`config.mk`:
```
export PLATFORM = sky130hd
export DESIGN_NAME = mono_framebuffer_rect_fill_page_pack_top
export DESIGN_NICKNAME = d
export VERILOG_FILES = /design/src/design/mfbpp_pkg.sv /design/src/design/mono_framebuffer_rect_fill_page_pack_top.sv /design/src/design/mfbpp_mem.sv /design/src/design/mfbpp_seq.sv
export VERILOG_INCLUDE_DIRS = /design/src /design/src/design
export SDC_FILE = /design/constraint.sdc
export NUM_CORES = 2
export LEC_CHECK = 0
export BUFFER_PORTS_ARGS = -buffer_cell sky130_fd_sc_hd__buf_4
export CELL_PAD_IN_SITES_DETAIL_PLACEMENT = 1
export CELL_PAD_IN_SITES_GLOBAL_PLACEMENT = 1
export CORE_MARGIN = 8
export CORE_UTILIZATION = 55
export CTS_CLUSTER_SIZE = 12
export DETAILED_ROUTE_END_ITERATION = 16
export HOLD_SLACK_MARGIN = 0.15
export PLACE_DENSITY = 0.83
export SYNTH_ARGS = -nofsm -noshare
export SYNTH_HDL_FRONTEND = slang
export SYNTH_HIERARCHICAL = 1
export SYNTH_SLANG_ARGS = --single-unit
```
`constraint.sdc`:
```
create_clock -name clk -period 13.5 [get_ports clk]
set_clock_uncertainty 0.05 [all_clocks]
set_input_delay 1.35 -clock clk [delete_from_list [all_inputs] [get_ports clk]]
set_output_delay 1.35 -clock clk [all_outputs]
set_load 0.05 [all_outputs]
```
`src/design/mono_framebuffer_rect_fill_page_pack_top_defines.svh`:
```
// Assertion macros used by the framebuffer top level.
`ifndef MONO_FRAMEBUFFER_RECT_FILL_PAGE_PACK_TOP_DEFINES_SVH
`define MONO_FRAMEBUFFER_RECT_FILL_PAGE_PACK_TOP_DEFINES_SVH

// Checks a property on every clock edge outside reset.
`define MFBPP_ASSERT(lbl, prop, msg) \
  lbl: assert property (@(posedge clk) disable iff (!rst_n) (prop)) else $error(msg);

// Checks a property on every clock edge, reset cycles included.
`define MFBPP_ASSERT_ALWAYS(lbl, prop, msg) \
  lbl: assert property (@(posedge clk) (prop)) else $error(msg);

`endif

```
`src/design/mfbpp_pkg.sv`:
```
// Package with the command codes and the input transaction type of the framebuffer.
package mfbpp_pkg;

  localparam int OPCODE_W      = 2;
  localparam int X_W           = 7;
  localparam int Y_W           = 5;
  localparam int PAGE_W        = 2;
  localparam int BYTE_W        = 8;
  localparam int ROWS_PER_PAGE = 8;

  typedef enum logic [OPCODE_W-1:0] {
    OP_CLEAR = 2'd0,
    OP_FILL  = 2'd1,
    OP_READ  = 2'd2
  } opcode_t;

  typedef struct packed {
    logic [OPCODE_W-1:0] opcode;
    logic [X_W-1:0]      rect_x;
    logic [Y_W-1:0]      rect_y;
    logic [X_W-1:0]      rect_width;
    logic [Y_W-1:0]      rect_height;
    logic [PAGE_W-1:0]   read_page;
    logic [X_W-1:0]      read_column;
  } item_t;

endpackage

```
`src/design/mono_framebuffer_rect_fill_page_pack_top.sv`:
```
// Top level of the one-bit page framebuffer with rectangle fill.
//
//  Channel  Direction  Handshake              Payload
//  in_      input      in_valid / in_ready    opcode, rect_x/y/width/height, read_page/column
//  out_     output     out_valid / out_ready  page_byte (one per read transaction)
//
// The pixels live in one memory of SCREEN_WIDTH column words, SCREEN_HEIGHT bits each.
// A fill transaction does one read-modify-write per column through the single read and
// single write port, and then the trailing write of the last column in S_DRAIN.
// A clear transaction sweeps all SCREEN_WIDTH words, one per cycle; the same sweep runs
// after reset, so in_ready stays low until that sweep is done.
// A read passes through S_RD_ISSUE and S_RD_WAIT and leaves S_RD_WAIT once the output register takes its byte;
// a held byte lets fills and clears go on, but a second read then stalls in_ready until out_ready drains the first.
`include "mono_framebuffer_rect_fill_page_pack_top_defines.svh"

module mono_framebuffer_rect_fill_page_pack_top #(
  parameter int SCREEN_WIDTH  = 128,
  parameter int SCREEN_HEIGHT = 32
) (
  input  logic       clk,
  input  logic       rst_n,
  input  logic       in_valid,
  output logic       in_ready,
  input  logic [1:0] in_opcode,
  input  logic [6:0] in_rect_x,
  input  logic [4:0] in_rect_y,
  input  logic [6:0] in_rect_width,
  input  logic [4:0] in_rect_height,
  input  logic [1:0] in_read_page,
  input  logic [6:0] in_read_column,
  output logic       out_valid,
  input  logic       out_ready,
  output logic [7:0] out_page_byte
);

  import mfbpp_pkg::*;

  localparam int AW = $clog2(SCREEN_WIDTH);

  item_t                    item;
  logic                     res_valid, res_ready;
  logic [BYTE_W-1:0]        res_byte;
  logic                     mem_we, mem_re;
  logic [AW-1:0]            mem_waddr, mem_raddr;
  logic [SCREEN_HEIGHT-1:0] mem_wdata, mem_rdata;
  logic                     out_valid_r;
  logic [BYTE_W-1:0]        out_page_byte_r;

  assign item = '{
    opcode:      in_opcode,
    rect_x:      in_rect_x,
    rect_y:      in_rect_y,
    rect_width:  in_rect_width,
    rect_height: in_rect_height,
    read_page:   in_read_page,
    read_column: in_read_column
  };

  mfbpp_mem #(
    .DEPTH (SCREEN_WIDTH),
    .WIDTH (SCREEN_HEIGHT)
  ) u_mem (
    .clk   (clk),
    .we    (mem_we),
    .waddr (mem_waddr),
    .wdata (mem_wdata),
    .re    (mem_re),
    .raddr (mem_raddr),
    .rdata (mem_rdata)
  );

  mfbpp_seq #(
    .SCREEN_WIDTH  (SCREEN_WIDTH),
    .SCREEN_HEIGHT (SCREEN_HEIGHT)
  ) u_seq (
    .clk       (clk),
    .rst_n     (rst_n),
    .in_valid  (in_valid),
    .in_ready  (in_ready),
    .item      (item),
    .res_valid (res_valid),
    .res_byte  (res_byte),
    .res_ready (res_ready),
    .mem_we    (mem_we),
    .mem_waddr (mem_waddr),
    .mem_wdata (mem_wdata),
    .mem_re    (mem_re),
    .mem_raddr (mem_raddr),
    .mem_rdata (mem_rdata)
  );

  // Output register: it takes a new byte whenever it is empty or being drained.
  assign res_ready = !out_valid_r || out_ready;

  always_ff @(posedge clk) begin
    if (!rst_n) begin
      out_valid_r <= 1'b0;
    end else if (res_valid && res_ready) begin
      out_valid_r <= 1'b1;
    end else if (out_ready) begin
      out_valid_r <= 1'b0;
    end
    if (res_valid && res_ready) begin
      out_page_byte_r <= res_byte;
    end
  end

  assign out_valid     = out_valid_r;
  assign out_page_byte = out_page_byte_r;

  // The clearing sweep always follows reset, so no transaction is taken right after it.
  `MFBPP_ASSERT_ALWAYS(a_clear_after_reset, !rst_n |=> !in_ready, "transaction taken during reset sweep")

  // A read transaction reaches the output register path by way of S_RD_ISSUE and S_RD_WAIT after acceptance.
  `MFBPP_ASSERT(a_read_latency, in_valid && in_ready && in_opcode == OP_READ |=> ##1 res_valid, "read result late")

  // A byte held back by a full output register stays put until taken.
  `MFBPP_ASSERT(a_result_held, res_valid && !res_ready |=> res_valid && $stable(res_byte), "stalled read byte changed")

endmodule

```
`src/design/mfbpp_mem.sv`:
```
// Column word memory: one write port, one read port with registered read data.
module mfbpp_mem #(
  parameter int DEPTH = 128,
  parameter int WIDTH = 32
) (
  input  logic                     clk,
  input  logic                     we,
  input  logic [$clog2(DEPTH)-1:0] waddr,
  input  logic [WIDTH-1:0]         wdata,
  input  logic                     re,
  input  logic [$clog2(DEPTH)-1:0] raddr,
  output logic [WIDTH-1:0]         rdata
);

  logic [WIDTH-1:0] ram_r [DEPTH];
  logic [WIDTH-1:0] rdata_r;

  always_ff @(posedge clk) begin
    if (we) begin
      ram_r[waddr] <= wdata;
    end
  end

  // Read data only changes on a read, so it holds while a result is stalled.
  always_ff @(posedge clk) begin
    if (re) begin
      rdata_r <= ram_r[raddr];
    end
  end

  assign rdata = rdata_r;

endmodule

```
`src/design/mfbpp_seq.sv`:
```
// Command sequencer: clearing sweep, read-modify-write fill and page byte read.
module mfbpp_seq #(
  parameter int SCREEN_WIDTH  = 128,
  parameter int SCREEN_HEIGHT = 32
) (
  input  logic                            clk,
  input  logic                            rst_n,
  input  logic                            in_valid,
  output logic                            in_ready,
  input  mfbpp_pkg::item_t                item,
  output logic                            res_valid,
  output logic [mfbpp_pkg::BYTE_W-1:0]    res_byte,
  input  logic                            res_ready,
  output logic                            mem_we,
  output logic [$clog2(SCREEN_WIDTH)-1:0] mem_waddr,
  output logic [SCREEN_HEIGHT-1:0]        mem_wdata,
  output logic                            mem_re,
  output logic [$clog2(SCREEN_WIDTH)-1:0] mem_raddr,
  input  logic [SCREEN_HEIGHT-1:0]        mem_rdata
);

  import mfbpp_pkg::*;

  localparam int AW     = $clog2(SCREEN_WIDTH);
  localparam int XS_W   = ((AW > X_W) ? AW : X_W) + 1;
  localparam int YS_W   = (($clog2(SCREEN_HEIGHT) > Y_W) ? $clog2(SCREEN_HEIGHT) : Y_W) + 1;
  localparam int FIRST_W = PAGE_W + $clog2(ROWS_PER_PAGE);
  localparam int PAD_W  = SCREEN_HEIGHT + (1 << FIRST_W);

  typedef enum logic [2:0] {
    S_CLEAR,
    S_IDLE,
    S_FILL,
    S_DRAIN,
    S_RD_ISSUE,
    S_RD_WAIT
  } state_t;

  state_t                   state_r, state_nxt;
  logic [AW-1:0]            col_r, col_nxt;
  logic [AW-1:0]            last_r, last_nxt;
  logic [SCREEN_HEIGHT-1:0] mask_r, mask_nxt;
  logic                     wb_valid_r, wb_valid_nxt;
  logic [AW-1:0]            wb_addr_r, wb_addr_nxt;
  logic                     rd_zero_r, rd_zero_nxt;
  logic [FIRST_W-1:0]       rd_first_r, rd_first_nxt;

  logic [XS_W-1:0]          x_ext, x_sum, x_last, col_ext;
  logic                     x_out, rd_out;
  logic [YS_W-1:0]          y_ext, y_sum, y_last;
  logic                     y_out;
  logic [SCREEN_HEIGHT-1:0] row_mask;
  logic [PAD_W-1:0]         rd_pad, rd_shift;

  // Clip the rectangle against the screen edges, build its row mask and range-check the read column.
  always_comb begin
    x_ext   = XS_W'(item.rect_x);
    x_sum   = x_ext + XS_W'(item.rect_width);
    x_out   = x_ext >= XS_W'(SCREEN_WIDTH);
    x_last  = (x_sum > XS_W'(SCREEN_WIDTH - 1)) ? XS_W'(SCREEN_WIDTH - 1) : x_sum;
    y_ext   = YS_W'(item.rect_y);
    y_sum   = y_ext + YS_W'(item.rect_height);
    y_out   = y_ext >= YS_W'(SCREEN_HEIGHT);
    y_last  = (y_sum > YS_W'(SCREEN_HEIGHT - 1)) ? YS_W'(SCREEN_HEIGHT - 1) : y_sum;
    col_ext = XS_W'(item.read_column);
    rd_out  = col_ext >= XS_W'(SCREEN_WIDTH);
    for (int i = 0; i < SCREEN_HEIGHT; i++) begin
      row_mask[i] = (YS_W'(i) >= y_ext) && (YS_W'(i) <= y_last);
    end
  end

  always_comb begin
    state_nxt    = state_r;
    col_nxt      = col_r;
    last_nxt     = last_r;
    mask_nxt     = mask_r;
    rd_zero_nxt  = rd_zero_r;
    rd_first_nxt = rd_first_r;
    wb_valid_nxt = (state_r == S_FILL);
    wb_addr_nxt  = col_r;
    unique case (state_r)
      S_CLEAR: begin
        if (col_r == AW'(SCREEN_WIDTH - 1)) begin
          state_nxt = S_IDLE;
          col_nxt   = '0;
        end else begin
          col_nxt = col_r + AW'(1);
        end
      end
      S_IDLE: begin
        if (in_valid) begin
          unique case (item.opcode)
            OP_CLEAR: begin
              state_nxt = S_CLEAR;
              col_nxt   = '0;
            end
            OP_FILL: begin
              if (!x_out && !y_out) begin
                state_nxt = S_FILL;
                col_nxt   = x_ext[AW-1:0];
                last_nxt  = x_last[AW-1:0];
                mask_nxt  = row_mask;
              end
            end
            OP_READ: begin
              state_nxt    = S_RD_ISSUE;
              col_nxt      = col_ext[AW-1:0];
              rd_zero_nxt  = rd_out;
              rd_first_nxt = {item.read_page, {$clog2(ROWS_PER_PAGE){1'b0}}};
            end
            default: begin
            end
          endcase
        end
      end
      S_FILL: begin
        if (col_r == last_r) begin
          state_nxt = S_DRAIN;
        end else begin
          col_nxt = col_r + AW'(1);
        end
      end
      S_DRAIN: begin
        state_nxt = S_IDLE;
      end
      S_RD_ISSUE: begin
        state_nxt = S_RD_WAIT;
      end
      S_RD_WAIT: begin
        if (res_ready) begin
          state_nxt = S_IDLE;
        end
      end
      default: begin
        state_nxt = S_IDLE;
      end
    endcase
  end

  always_ff @(posedge clk) begin
    if (!rst_n) begin
      state_r    <= S_CLEAR;
      col_r      <= '0;
      wb_valid_r <= 1'b0;
    end else begin
      state_r    <= state_nxt;
      col_r      <= col_nxt;
      wb_valid_r <= wb_valid_nxt;
    end
    last_r     <= last_nxt;
    mask_r     <= mask_nxt;
    wb_addr_r  <= wb_addr_nxt;
    rd_zero_r  <= rd_zero_nxt;
    rd_first_r <= rd_first_nxt;
  end

  // The write stage runs in the cycle after the read, always on the column read just before.
  assign mem_re    = (state_r == S_FILL) || (state_r == S_RD_ISSUE);
  assign mem_raddr = col_r;
  assign mem_we    = (state_r == S_CLEAR) || wb_valid_r;
  assign mem_waddr = (state_r == S_CLEAR) ? col_r : wb_addr_r;
  assign mem_wdata = (state_r == S_CLEAR) ? '0 : (mem_rdata | mask_r);

  // Rows past the bottom edge shift in as zero bits.
  always_comb begin
    rd_pad   = {{(PAD_W - SCREEN_HEIGHT){1'b0}}, mem_rdata};
    rd_shift = rd_pad >> rd_first_r;
  end

  assign in_ready  = (state_r == S_IDLE);
  assign res_valid = (state_r == S_RD_WAIT);
  assign res_byte  = rd_zero_r ? '0 : rd_shift[BYTE_W-1:0];

endmodule
```
==> metrics.cfg <==
[layout]
fill_cells = 22800
syn2layout_area_growth_pct = 11.4
nets = 6868
layout-drive-gt1-share = 0.333
final_area_mm2 = 0.179

[grt]
gr-total-overflow = 0
grt_pass1_wl_um = 736000
grt_max_degree = 132
grt_pass1_vias = 84900
antenna_found_initial = 70
track_usage = 0.348

[logic_synthesis]
ys_top_cells_by_area = edfxtp_1 (78%), mux4_2 (19%), nor2_1 (0.48%)
yosysTopAreaCell = edfxtp_1
synth_cell_types = 74
avgSynthCellArea_um2 = 24.9
ys_ff_latch = 4196
synth_edf_count = 4177
synth_commonest_cells = edfxtp_1 (4177), mux4_2 (1352), nor2_1 (207)
yosysSeqAreaShare = 0.781
synth_area_mm2 = 0.161
synth_ff_type = edfxtp_1
syn_inst = 6456
async_flop_share = 0
yosysMostFrequentCell = edfxtp_1
synth_top_area_share = 0.779
synth_nets = 6514
yosysWarnings = 6

[clocking]
cts_num_sinks = 4196
cts_resized = 0
cts_buffer_depth = 4
cts_tree = built
h-tree-depth = 5
path_clk_slew_ns = 0.07
insertion_delay_ns = 0.97
hold_buffers = 0
cts_made_buffers = 409
root_buffer = clkbuf_16
cts_setup_buffers = 0

[critical_path]
cp-end-kind = flop
start_kind = flop
reg2reg_to = u_mem/rdata[21]
cp.required_ns = 14.12
worstPathArrival_ns = 6.70
r2r_setup_slack_ns = 7.42
r2r_cells = 7
critPathKind = reg -> reg
cp_max_fo = 48
timing.rr.start = u_seq/mem_raddr[0]

[timing]
setup_ws_ns = 7.42
hold_violations = 0
finalCritPeriodShare = 0.450
worstMarginPinSlew_ns = 1.46
slew_headroom = 0.0234
final_max_slew_viol_count = 0
rsz0062_at_grt = no
setup_viol = 0
fmax_mhz = 164
period_minus_slack_ns = 6.08
setup_tns_ns = 0

[detailed_routing]
via_count = 85000
drt_wl_total_um = 545000
wl_per_cell_um = 49.9
first_pass_iters = 8
drt_iter0_markers = 17300
drc_errors = 0
vias_per_cell = 7.79
drtAntennaViolNets = 0

[worst_hold_path]
hold-path-endpoint = u_seq/rd_first_r[3]
min_from = in_read_page[0]
hold_depth = 1
hold_class = in -> reg

[floorplan]
start_util = 0.553
die_width_um = 557
core_mm2 = 0.291
fp.dieH_um = 557
die_area_mm2 = 0.310
boundaryPins = 49
fp-row-count = 198

[outcome]
violations = capacitance limit
status = finished with violations

[placed_design]
dp_hpwl_um = 254000
placed_cell_area_mm2 = 0.168
dp_slack_ns = 7.39
io_buffer_count = 48
place_congestion = 0.841

[pwr]
power_density_mw_per_mm2 = 144
power.leakage_nw = 49.8
peakVddDrop_uv = 110

[flow_run]
drv_cap = 1

-- how the worst max path moves through the flow --
stage	slack (ns)	start	end
floorplan	8.69	u_seq/state_r[0]	u_mem/ram_r[98][0]
global placement	7.53	u_seq/mem_raddr[0]	u_mem/rdata[25]
detailed placement	7.39	u_seq/mem_raddr[0]	u_mem/rdata[25]
CTS	7.32	u_seq/mem_raddr[0]	u_mem/rdata[25]
global route	7.05	u_seq/mem_raddr[0]	u_mem/rdata[25]
finish	7.42	u_seq/mem_raddr[0]	u_mem/rdata[21]
-- layer usage --
layer,GRT usage,share of wire
met4,0.202,0.073
met2,0.524,0.45
met1,0.438,0.31
met3,0.130,0.16
met5,0.00518,0.0011
-- critical path, cell delays in order (launching register included) --
cell and delay (ns):
dfxtp_4 0.83, buf_4 0.78, buf_4 0.89, buf_4 0.90
mux4_2 0.66, mux4_2 0.55, mux4_2 0.62, mux2_2 0.31
-- report_power, final --
| group | internal, mW | switching (mW) | total (mW) | leakage (nW) |
|---|---|---|---|---|
| registers | 14.1 | 0.0259 | 14.2 | 35.3 |
| clock network | 5.59 | 5.06 | 10.6 | 5.48 |
| logic | 0.345 | 0.581 | 0.926 | 8.98 |
| total | 20.1 | 5.67 | 25.7 | 49.8 |
-- metrics by stage --
step / hold slack [ns] / power, mW / utilization / instances
after detailed placement: 0.619 / 15.3 / 0.577 / 10300
after CTS: 0.605 / 25.7 / 0.616 / 10900
after floorplan: 0.294 / 15.0 / - / 6456
after global placement: 0.571 / 15.3 / 0.577 / 10300
after global routing: 0.632 / 26.1 / 0.616 / 10900
final: 0.650 / 25.7 / 0.616 / 10900
-- kinds of logic (layout without fill, tap and decap cells) --
logic type | Yosys count | count (layout) | share of synthesized area
other | 0 | 38 | 0
AND/OR/NAND/NOR | 363 | 363 | 0.0102
flip-flops | 4196 | 4196 | 0.781
AO/OA/AOI/OAI | 110 | 110 | 0.00485
multiplexers | 1392 | 1392 | 0.192
adder cells (fa/ha/maj) | 19 | 19 | 0.00157
XOR/XNOR | 13 | 13 | 0.000754
buffers and inverters | 363 | 889 | 0.00956
-- state kept, by name, indices dropped and copies added, names as in the netlist --
register,cells
u_seq/wb_valid_r,1
u_seq/rd_first_r,2
u_seq/last_r,7
out_valid,1
out_page_byte,8
u_seq/wb_addr_r,7
u_seq/mem_raddr,7
u_mem/ram_r,4096
u_mem/rdata,32
u_seq/state_r,3
u_seq/mask_r,32
-- layout by cell type, fill, tap and decap left out, drive strengths merged, types with 3 or more instances in the layout --
cell type / synthesis / layout
edfxtp: 4177 / 4177
mux4: 1352 / 1352
clkbuf: 195 / 516
buf: 152 / 290
nor2: 207 / 207
clkinv: 0 / 53
nand2: 45 / 45
mux2: 39 / 39
diode: 0 / 38
inv: 16 / 26
o21ai: 25 / 25
nor3: 25 / 25
a21oi: 21 / 21
nand3: 19 / 19
dfxtp: 19 / 19
ha: 17 / 17
nor2b: 14 / 14
nand2b: 13 / 13
and3: 11 / 11
xnor2: 10 / 10
a211oi: 9 / 9
a21o: 7 / 7
nor4: 7 / 7
a22oi: 7 / 7
nand4: 6 / 6
o211ai: 5 / 5
a221oi: 4 / 4
a21boi: 4 / 4
o22ai: 3 / 3
a31oi: 3 / 3
o311a: 3 / 3
and2: 3 / 3
or3: 3 / 3
xor2: 3 / 3
a311oi: 3 / 3
o21bai: 3 / 3
-- layout make-up --
class / count / area (um^2) / area share
Timing Repair Buffer: 290 / 2300 / 0.0128
Inverter: 16 / 60.1 / 0.000335
Multi-Input combinational cell: 1897 / 34900 / 0.195
Clock buffer: 516 / 10800 / 0.0600
Sequential cell: 4196 / 126000 / 0.702
Tap cell: 3900 / 4880 / 0.0272
Antenna cell: 38 / 95.1 / 0.000530
Clock inverter: 67 / 502 / 0.00280
Power figures use the tool's default switching activity.
